## src/sv/horizon_edge_finder_defines.svh

```systemverilog
// Assertion macros for the horizon edge finder.
// Used by horizon_edge_finder.sv; expects aclk and aresetn in scope.
`ifndef HORIZON_EDGE_FINDER_DEFINES_SVH
`define HORIZON_EDGE_FINDER_DEFINES_SVH

// Same-cycle implication, disabled while in reset
`define HEF_ASSERT_NOW(label, ante, cons, msg) \
    label: assert property (@(posedge aclk) disable iff (!aresetn) (ante) |-> (cons)) \
        else $error(msg);

// Next-cycle implication, disabled while in reset
`define HEF_ASSERT_NEXT(label, ante, cons, msg) \
    label: assert property (@(posedge aclk) disable iff (!aresetn) (ante) |=> (cons)) \
        else $error(msg);

`endif

```

## src/sv/hef_pkg.sv

```systemverilog
// Types, constants and the per-lane window check for the horizon edge finder.
// No dependencies.
`timescale 1ns / 1ps
`default_nettype none

package hef_pkg;

    // Profile length limits per pass
    localparam int unsigned MAX_HEIGHT = 1024;
    localparam int unsigned MAX_WIDTH  = 1024;

    localparam int unsigned SAMPLE_W = 8;
    localparam int unsigned POS_W    = 10;
    localparam int unsigned IDX_W    = 11;
    localparam int unsigned CFG_W    = 10;
    localparam int unsigned NUM_LANES = 4;

    localparam logic [IDX_W-1:0] WIN_SPAN     = 11'd3;
    localparam logic [IDX_W-1:0] IDX_LIMIT    = 11'd2047;
    localparam logic [IDX_W-1:0] HEIGHT_LIMIT = IDX_W'(MAX_HEIGHT);
    localparam logic [IDX_W-1:0] WIDTH_LIMIT  = IDX_W'(MAX_WIDTH);

    // Direction codes (two's complement)
    localparam logic [1:0] DIR_NONE = 2'b00;
    localparam logic [1:0] DIR_RISE = 2'b01;
    localparam logic [1:0] DIR_FALL = 2'b11;

    // Lock codes
    localparam logic [1:0] LOCK_NONE = 2'd0;
    localparam logic [1:0] LOCK_FALL = 2'd1;
    localparam logic [1:0] LOCK_RISE = 2'd2;

    // Pass select
    localparam logic FUNC_COLUMN = 1'b0;
    localparam logic FUNC_ROW    = 1'b1;

    // Register indexes
    localparam logic [2:0] REG_COL_THR     = 3'd0;
    localparam logic [2:0] REG_ROW_THR     = 3'd1;
    localparam logic [2:0] REG_COL_MIN_IDX = 3'd2;
    localparam logic [2:0] REG_ROW_MIN_IDX = 3'd3;

    // Register reset values
    localparam logic [SAMPLE_W-1:0] COL_THR_RESET     = 8'd140;
    localparam logic [SAMPLE_W-1:0] ROW_THR_RESET     = 8'd170;
    localparam logic [POS_W-1:0]    COL_MIN_IDX_RESET = 10'd6;
    localparam logic [POS_W-1:0]    ROW_MIN_IDX_RESET = 10'd0;

    typedef struct packed {
        logic             found;
        logic [1:0]       lock;
        logic [POS_W-1:0] position;
        logic [1:0]       direction;
    } lane_t;

    localparam lane_t LANE_CLEAR = '{found: 1'b0, lock: LOCK_NONE,
                                     position: '0, direction: DIR_NONE};

    // One window test: old is s[i], now is s[i+3]
    function automatic lane_t check_lane(
        input lane_t               cur,
        input logic                en,
        input logic [SAMPLE_W-1:0] old,
        input logic [SAMPLE_W-1:0] now,
        input logic [POS_W-1:0]    win,
        input logic [SAMPLE_W-1:0] thr,
        input logic [POS_W-1:0]    min_idx
    );
        lane_t              res;
        logic signed [8:0]  diff;
        logic               bright;
        res    = cur;
        diff   = $signed({1'b0, now}) - $signed({1'b0, old});
        bright = (old > thr);
        if (en && bright && (diff <= -9'sd3) && (cur.lock != LOCK_RISE)) begin
            res.found     = 1'b1;
            res.lock      = LOCK_FALL;
            res.position  = win;
            res.direction = DIR_FALL;
        end else if (en && bright && (diff >= 9'sd3) && !cur.found && (win >= min_idx)) begin
            res.found     = 1'b1;
            res.lock      = LOCK_RISE;
            res.position  = win;
            res.direction = DIR_RISE;
        end
        return res;
    endfunction

endpackage

`default_nettype wire

```

## src/sv/horizon_edge_finder.sv

```systemverilog
// Horizon edge finder: one sample pair per cycle, edge search on four lanes.
// Lane state updates at the accepting edge; on a frame-end transfer the four
// results start next cycle, then go out one per cycle unless stalled (edge 0..3).
// Throughput: one input transfer per cycle; only a frame-end item waits while
// the previous frame's results are still being sent (set by the result buffer).
// Reset (aresetn low, synchronous): registers to defaults, lanes, delays cleared.
`timescale 1ns / 1ps
`default_nettype none

module horizon_edge_finder (
    input  wire logic        aclk,
    input  wire logic        aresetn,
    // input stream
    input  wire logic        s_tvalid,
    output logic             s_tready,
    input  wire logic [15:0] s_tdata,   // [7:0] sample_a, [15:8] sample_b
    input  wire logic [1:0]  s_tuser,   // [0] func, [1] pass_start
    input  wire logic        s_tlast,   // frame_end
    // result stream
    output logic             m_tvalid,
    input  wire logic        m_tready,
    output logic [15:0]      m_tdata,   // [9:0] position, [11:10] direction,
                                        // [15:12] zero
    output logic [1:0]       m_tuser,   // [1:0] edge_id
    output logic             m_tlast,   // last
    // configuration writes
    input  wire logic        cfg_valid,
    output logic             cfg_ready,
    input  wire logic [2:0]  cfg_index,
    input  wire logic [9:0]  cfg_data
);
    import hef_pkg::*;

    `include "horizon_edge_finder_defines.svh"

    // Configuration registers
    logic [SAMPLE_W-1:0] col_thr_reg, row_thr_reg;
    logic [POS_W-1:0]    col_min_reg, row_min_reg;

    // Datapath state
    logic [SAMPLE_W-1:0] delay_a_reg [3];
    logic [SAMPLE_W-1:0] delay_b_reg [3];
    logic [IDX_W-1:0]    idx_reg, idx_next;
    lane_t               lane_reg  [NUM_LANES];
    lane_t               lane_next [NUM_LANES];

    // Result buffer
    logic [POS_W-1:0]    snap_pos_reg [NUM_LANES];
    logic [1:0]          snap_dir_reg [NUM_LANES];
    logic [1:0]          emit_cnt_reg;
    logic                m_tvalid_reg;

    logic                in_xfer, out_xfer, out_done;
    logic                func, pass_start;
    logic [SAMPLE_W-1:0] sa, sb;
    logic [IDX_W-1:0]    idx_eff, limit;
    logic                win_en;
    logic [POS_W-1:0]    win;
    logic [SAMPLE_W-1:0] thr;
    logic [POS_W-1:0]    min_idx;
    lane_t               lane_clr [NUM_LANES];

    assign func       = s_tuser[0];
    assign pass_start = s_tuser[1];
    assign sa         = s_tdata[7:0];
    assign sb         = s_tdata[15:8];

    // Handshakes: a frame-end item waits only while old results are pending
    assign out_xfer  = m_tvalid_reg && m_tready;
    assign out_done  = out_xfer && (emit_cnt_reg == 2'd3);
    assign s_tready  = !m_tvalid_reg || out_done || !s_tlast;
    assign in_xfer   = s_tvalid && s_tready;
    assign cfg_ready = 1'b1;

    // Window selection for this sample
    always_comb begin
        idx_eff = pass_start ? '0 : idx_reg;
        limit   = (func == FUNC_ROW) ? WIDTH_LIMIT : HEIGHT_LIMIT;
        win_en  = (idx_eff >= WIN_SPAN) && (idx_eff < limit);
        win     = POS_W'(idx_eff - WIN_SPAN);
        thr     = (func == FUNC_ROW) ? row_thr_reg : col_thr_reg;
        min_idx = (func == FUNC_ROW) ? row_min_reg : col_min_reg;
        idx_next = (idx_eff < IDX_LIMIT) ? idx_eff + 11'd1 : idx_eff;
    end

    // Lane clearing on pass start, then the window checks
    always_comb begin
        for (int n = 0; n < NUM_LANES; n++) begin
            lane_clr[n] = lane_reg[n];
        end
        if (pass_start) begin
            lane_clr[2] = LANE_CLEAR;
            lane_clr[3] = LANE_CLEAR;
            if (func == FUNC_COLUMN) begin
                lane_clr[0] = LANE_CLEAR;
                lane_clr[1] = LANE_CLEAR;
            end
        end
        lane_next[0] = check_lane(lane_clr[0], win_en && (func == FUNC_COLUMN),
                                  delay_a_reg[2], sa, win, thr, min_idx);
        lane_next[1] = check_lane(lane_clr[1], win_en && (func == FUNC_COLUMN),
                                  delay_b_reg[2], sb, win, thr, min_idx);
        lane_next[2] = check_lane(lane_clr[2], win_en && (func == FUNC_ROW),
                                  delay_a_reg[2], sa, win, thr, min_idx);
        lane_next[3] = check_lane(lane_clr[3], win_en && (func == FUNC_ROW),
                                  delay_b_reg[2], sb, win, thr, min_idx);
    end

    // Configuration registers; writes past the last index are dropped
    always_ff @(posedge aclk) begin
        if (!aresetn) begin
            col_thr_reg <= COL_THR_RESET;
            row_thr_reg <= ROW_THR_RESET;
            col_min_reg <= COL_MIN_IDX_RESET;
            row_min_reg <= ROW_MIN_IDX_RESET;
        end else if (cfg_valid && cfg_ready) begin
            unique case (cfg_index)
                REG_COL_THR:     col_thr_reg <= cfg_data[7:0];
                REG_ROW_THR:     row_thr_reg <= cfg_data[7:0];
                REG_COL_MIN_IDX: col_min_reg <= cfg_data;
                REG_ROW_MIN_IDX: row_min_reg <= cfg_data;
                default: ;
            endcase
        end
    end

    // Delay lines, sample index and lane state
    always_ff @(posedge aclk) begin
        if (!aresetn) begin
            for (int k = 0; k < 3; k++) begin
                delay_a_reg[k] <= '0;
                delay_b_reg[k] <= '0;
            end
            idx_reg <= '0;
            for (int n = 0; n < NUM_LANES; n++) begin
                lane_reg[n] <= LANE_CLEAR;
            end
        end else if (in_xfer) begin
            delay_a_reg[2] <= delay_a_reg[1];
            delay_a_reg[1] <= delay_a_reg[0];
            delay_a_reg[0] <= sa;
            delay_b_reg[2] <= delay_b_reg[1];
            delay_b_reg[1] <= delay_b_reg[0];
            delay_b_reg[0] <= sb;
            idx_reg <= idx_next;
            for (int n = 0; n < NUM_LANES; n++) begin
                lane_reg[n] <= lane_next[n];
            end
        end
    end

    // Result buffer: snapshot at frame end, then one result per transfer
    always_ff @(posedge aclk) begin
        if (!aresetn) begin
            m_tvalid_reg <= 1'b0;
            emit_cnt_reg <= '0;
        end else if (in_xfer && s_tlast) begin
            m_tvalid_reg <= 1'b1;
            emit_cnt_reg <= '0;
        end else if (out_xfer) begin
            emit_cnt_reg <= emit_cnt_reg + 2'd1;
            if (emit_cnt_reg == 2'd3) begin
                m_tvalid_reg <= 1'b0;
            end
        end
    end

    always_ff @(posedge aclk) begin
        if (in_xfer && s_tlast) begin
            for (int n = 0; n < NUM_LANES; n++) begin
                snap_pos_reg[n] <= lane_next[n].position;
                snap_dir_reg[n] <= lane_next[n].direction;
            end
        end
    end

    assign m_tvalid = m_tvalid_reg;
    assign m_tdata  = {4'b0000, snap_dir_reg[emit_cnt_reg], snap_pos_reg[emit_cnt_reg]};
    assign m_tuser  = emit_cnt_reg;
    assign m_tlast  = (emit_cnt_reg == 2'd3);

    // Checks
    `HEF_ASSERT_NEXT(a_frame_end_starts_results, in_xfer && s_tlast,
        m_tvalid_reg && (emit_cnt_reg == 2'd0), "results did not start after frame end")
    `HEF_ASSERT_NEXT(a_rise_lock_holds,
        (lane_reg[0].lock == LOCK_RISE) && !(in_xfer && pass_start),
        $stable(lane_reg[0].position) && (lane_reg[0].direction == DIR_RISE),
        "rise-locked lane changed without a pass start")
    `HEF_ASSERT_NOW(a_unfound_lane_empty, !lane_reg[2].found,
        (lane_reg[2].direction == DIR_NONE) && (lane_reg[2].lock == LOCK_NONE),
        "lane without a hit carries a direction or lock")

endmodule

`default_nettype wire
```

## config.mk

```make
export PLATFORM = sky130hd
export DESIGN_NAME = horizon_edge_finder
export DESIGN_NICKNAME = d
export VERILOG_FILES = /design/src/sv/hef_pkg.sv /design/src/sv/horizon_edge_finder.sv
export VERILOG_INCLUDE_DIRS = /design/src /design/src/sv
export SDC_FILE = /design/constraint.sdc
export NUM_CORES = 1
export LEC_CHECK = 0
export ABC_AREA = 1
export BUFFER_PORTS_ARGS = -buffer_cell sky130_fd_sc_hd__buf_2
export CAP_MARGIN = 40
export CORE_MARGIN = 5
export CORE_UTILIZATION = 40
export DETAILED_ROUTE_END_ITERATION = 16
export HOLD_SLACK_MARGIN = 0.05
export PLACE_DENSITY = 0.65
export SLEW_MARGIN = 20
export SYNTH_ARGS = -nofsm -noshare
export SYNTH_HDL_FRONTEND = slang
export SYNTH_SLANG_ARGS = --single-unit
```

## constraint.sdc

```tcl
create_clock -name aclk -period 11.55 [get_ports aclk]
set_clock_uncertainty 0.15 [all_clocks]
set_input_delay 0 -clock aclk [delete_from_list [all_inputs] [get_ports aclk]]
set_output_delay 0 -clock aclk [all_outputs]
set_load 0.02 [all_outputs]
```

After elaboration in Yosys (flattened, before gate mapping)
Memory sizes are Yosys's and may differ from the RTL's. A register that Yosys moved wholly into a read port is not among the register bits.
Index checks and enable logic that the tools add are counted.
{ "op_classes": {"magnitude_cmp": 10, "n_bitwise": 12, "add_sub_neg": 5, "n_reduce_logical": 48, "muxes": 37, "n_eq_ne": 8} }
{ "op_table": {"columns": ["op", "n"], "rows": [
  ["$mux 15", 12],
  ["$mux 60", 1],
  ["$mux 8", 7],
  ["$logic_and 1x1->1", 31],
  ["$mux 30", 1],
  ["$lt 11x11->1 const B", 2],
  ["$mux 11", 2],
  ["$ge 9x3->1 const B", 2],
  ["$le 9x3->1 const B", 2],
  ["$sub 8x8->9", 2],
  ["$gt 8x8->1", 2],
  ["$add 11x1->11 const B", 1],
  ["$ge 11x2->1 const B", 1],
  ["$ge 10x10->1", 1],
  ["$mux 10", 1],
  ["$or 1x1->1", 10],
  ["$reduce_and 2->1", 5],
  ["$sub 10x2->10 const B", 1],
  ["$mux 1", 9],
  ["$mux 2", 4],
  ["$ne 2x2->1 const B", 4],
  ["$eq 3x2->1 const B", 2],
  ["$logic_not 1->1", 6],
  ["$reduce_bool 2->1", 2],
  ["7 further kinds", 9]
]} }
{ "totals": {"register_bits": 50, "wordCells": 132, "memories": 5, "input_bits": 37, "output_inout_bits": 22, "ram_bits": 156} }
{ "memory_table": {"columns": ["name", "depth", "width", "read_ports", "rd_ports_with_merged_regs", "write_ports", "line", "source"], "rows": [
  ["lane_reg", 4, 15, 4, 0, 4, "horizon_edge_finder.sv:44", "lane_t lane_reg [NUM_LANES];"],
  ["snap_pos_reg", 4, 10, 1, 1, 4, "horizon_edge_finder.sv:48", "logic [POS_W-1:0] snap_pos_reg [NUM_LANES];"],
  ["delay_a_reg", 3, 8, 3, 0, 3, "horizon_edge_finder.sv:41", "logic [SAMPLE_W-1:0] delay_a_reg [3];"],
  ["delay_b_reg", 3, 8, 3, 0, 3, "horizon_edge_finder.sv:42", "logic [SAMPLE_W-1:0] delay_b_reg [3];"],
  ["snap_dir_reg", 4, 2, 1, 1, 4, "horizon_edge_finder.sv:49", "logic [1:0] snap_dir_reg [NUM_LANES];"]
]} }

Depth between registers and ports, before layout
{ "logic_depth": {"depth_word": 11, "depth_mapped": 19, "ltp_nobuf": 18} }

Worst setup path after synthesis
Ideal clock, no wire load.
{ "synth_timing": {"path_type": "reg-to-reg", "from": "register emit_cnt_reg[0], in the netlist m_tuser[0]", "to": "memory delay_a_reg[0][0] (enable)", "t_arrival_ps": 4454, "n_path_buf": 1, "setup_slack_ps": 6431, "stages_incl_launch_ff": 9, "t_required_ps": 10885, "path_cell_list": "dfxtp_1 -> ha_1 -> nand2_1 -> nand2_1 -> inv_1 -> nand2_1 -> nand2_1 -> nand2_1 -> clkbuf_1"} }
{ "synth_lines": {"columns": ["element", "line", "source"], "rows": [
  ["from (decl)", "horizon_edge_finder.sv:50", "logic [1:0] emit_cnt_reg;"],
  ["from (signal assigned)", "horizon_edge_finder.sv:161", "emit_cnt_reg <= emit_cnt_reg + 2'd1;"],
  ["to (decl)", "horizon_edge_finder.sv:41", null]
]} }

==> summary.md <==
| Metric | Value |
|---|---|
| Setup bufs post-CTS | 0 |
| Largest cells by area after synthesis | edfxtp_1 (42%), nand2_1 (9.7%), dfxtp_1 (9.3%) |
| Core area | 0.0277 sq mm |
| Leakage | 6.00 nW |
| RSZ-0062 raised after global routing | false |
| Max FFs per register | 60 |
| # resized after CTS | 0 |
| Top Layer Used | met4 |
| # DRC | 0 |
| Worst setup EP type | register |
| Minimum clock period | 4.52 ns |
| Pre-antenna DRT Iters | 6 |
| Port bufs | 53 |
| Share of cells above drive strength 1 | 11.3% |
| Synth top area share | 41.8% |
| Setup CP Type | in2reg |
| Async SR Flop Fraction | 0% |
| Starting Density | 40.4% |
| CTS tree | yes |
| Setup ws final | 7.03 ns |
| Crit-path most repeated cell | nand2_1 |
| Die area | 0.0314 sq mm |
| Mapped Cells | 1312 |
| Outcome | complete, no violations |
| Tcrit/Tclk final | 39.1% |
| PD cells | 136 mW/mm^2 |
| Setup crit start kind | primary input |
| Fmax | 221 MHz |
| Ports | 59 |
| Die H | 177 microns |
| Pin count of the biggest net entering global routing | 73 |
| Max transition margin | 45.4% |
| Post-DP Area | 0.0118 sq mm |
| Initial antenna violation count | 0 |
| Slew Viols, Final | 0 |
| Htree depth | 1 |
| Detailed placement HPWL | 17700 microns |
| Critical R2R Launch | idx_reg[0] |
| Clk slew on worst S/H paths | 0.06 ns |
| Slowest stage cell, crit path | xor2_1 |
| Wire length per cell | 14.5 microns |
| Total GRT Usage | 16.4% |
| Peak VDD IR | 0.0000947 V |
| N_diodes | 0 |
| Synth Cell Area | 0.0112 sq mm |
| DRT iter0 DRCs | 693 |
| Clk root buf | clkbuf_16 |
| Yosys Warn Count | 0 |
| Average cell area after synthesis | 8.53 sq um |
| CTS max path bufs | 3 |
| Most used DFF post-synth | edfxtp_1 |
| Layout area overhead | 16.2% |
| Number of synthesized flops with an enable pin | 156 |
| Final wirelength | 26100 microns |
| Vias/cell | 4.87 |
| Grt ovf | 0 |
| Crit path max fanout | 16 |
| Most numerous cell in the Yosys netlist | nand2_1 |
| Max-cap viol count | 0 |
| Worst skew pair latency | 0.51 ns |
| Synth area leader | edfxtp_1 |
| RePlAce Congestion | 0.828 |
| Crit-path max cell delay | 0.58 ns |
| Clock sink count | 208 |
| Final hold slack | 0.154 ns |
| CP arrival | 4.64 ns |
| Die W | 177 microns |
| Hold Crit Depth | 4 |
| Distinct cell type count after synthesis | 42 |
| Antenna Nets Post-Route | 0 |
| Worst-Margin Slew | 0.816 ns |
| Via count | 8760 |
| Setup_tns | 0 ns |
| Design Area, Final | 0.0130 sq mm |
| Setup slack at placement | 7.02 ns |
| Synth top cells by count | nand2_1 (288), inv_1 (201), nor2_1 (185), edfxtp_1 (156), o21ai_0 (81) |
| Met2 wire len | 12000 microns |
| First-pass GRT wire length | 42100 microns |
| Post-synthesis register bit count | 208 |
| FF-to-FF path depth | 18 |
| Vias in the first global route | 8285 |
| Critical Path Source | s_tuser[1] |
| CTS Buf Count | 24 |
| Worst Hold Launch | cfg_data[2] |
| Sequential element share of the synthesized area | 51.1% |
| Hold crit path type | in2reg |
| DRT met1 WL | 11900 microns |
| CTS Hold Bufs | 49 |
| Final setup vio count | 0 |
| Site Rows | 61 |
| Critical path data required time | 11.67 ns |
| NumNets Final | 1487 |
| Endpoints failing hold | 0 |
| Met3 wire length | 1490 microns |
| CP Cell Sequence | dlygate4sd3_1 -> buf_2 -> nor2_1 -> ha_1 -> nor3_2 -> nand2_1 -> nor3_1 -> xor2_1 -> inv_1 -> ha_1 -> nand2_1 -> nor2_1 -> o211ai_1 -> nand4_1 -> nand4_4 -> nand2_2 -> nand2_1 -> nand2_1 -> inv_1 |
==> worst max-delay path: cells and delay by family <==
family | cells | cell delay [ns]
simple gates | 11 | 2.33
buf+inv | 4 | 1.01
fa+ha+maj | 2 | 0.60
xor+xnor | 1 | 0.58
compound gates | 1 | 0.11
==> layer usage <==
metal  global-route usage, %  up-vias
li1                        -     4422
met1                    22.7     4068
met2                    27.3      232
met3                    2.19       38
met4                    4.35        0
met5                       0        -
==> cell usage in the layout, fill, tap and decap left out, drive strengths merged <==
master,count
nand2,300
inv,205
nor2,200
edfxtp,156
nand3,95
o21ai,82
buf,63
a21oi,54
dfxtp,52
dlygate4sd3,49
ha,46
clkbuf,36
o22ai,17
nor3,12
nand4,11
clkinv,10
xor2,6
conb,5
nand3b,5
mux2i,3
or2,3
nor4,2
o21a,2
o31ai,2
fa,2
a31oi,1
o211ai,1
==> per-stage QoR <==
step | util, % | total power [mW] | cells
2_1_floorplan | - | 1.02 | 1315
3_3_place_gp | 42.3 | 1.06 | 1701
3_5_place_dp | 42.6 | 1.07 | 1705
4_1_cts | 47.0 | 1.79 | 1798
5_1_grt | 47.0 | 1.85 | 1798
6_report | 47.0 | 1.77 | 1798
==> layout make-up <==
type	instances	area (sq um)
fill	2662	14700
sequential	208	5730
multi-input combinational	849	4430
timing repair buffer	112	871
inverter	207	782
clock buffer	36	692
tap	378	473
clock inverter	8	36.3
==> power by group <==
part	total, mW	leakage, nW	switching (mW)	internal [mW]
combinational	0.205	3.56	0.132	0.0723
sequential	0.862	2.07	0.0149	0.847
clock	0.705	0.360	0.293	0.412
total	1.77	6.00	0.440	1.33
==> logic make-up after synthesis <==
logic type,share of synthesized area [%]
xor+xnor,0.469
buf+inv,9.48
simple gates,25.6
other cells,0.0671
fa+ha+maj,5.50
flops,51.1
compound gates,7.52
mux,0.268
==> final timing paths <==
check	endpoint	slack, ns
worst max-delay path	snap_pos_reg[0][4]	7.03
worst max register to register	snap_pos_reg[0][4]	7.08
worst min-delay path	col_min_reg[2]	0.15
worst min register to register	row_min_reg[6]	0.30
Power figures use the tool's default switching activity.
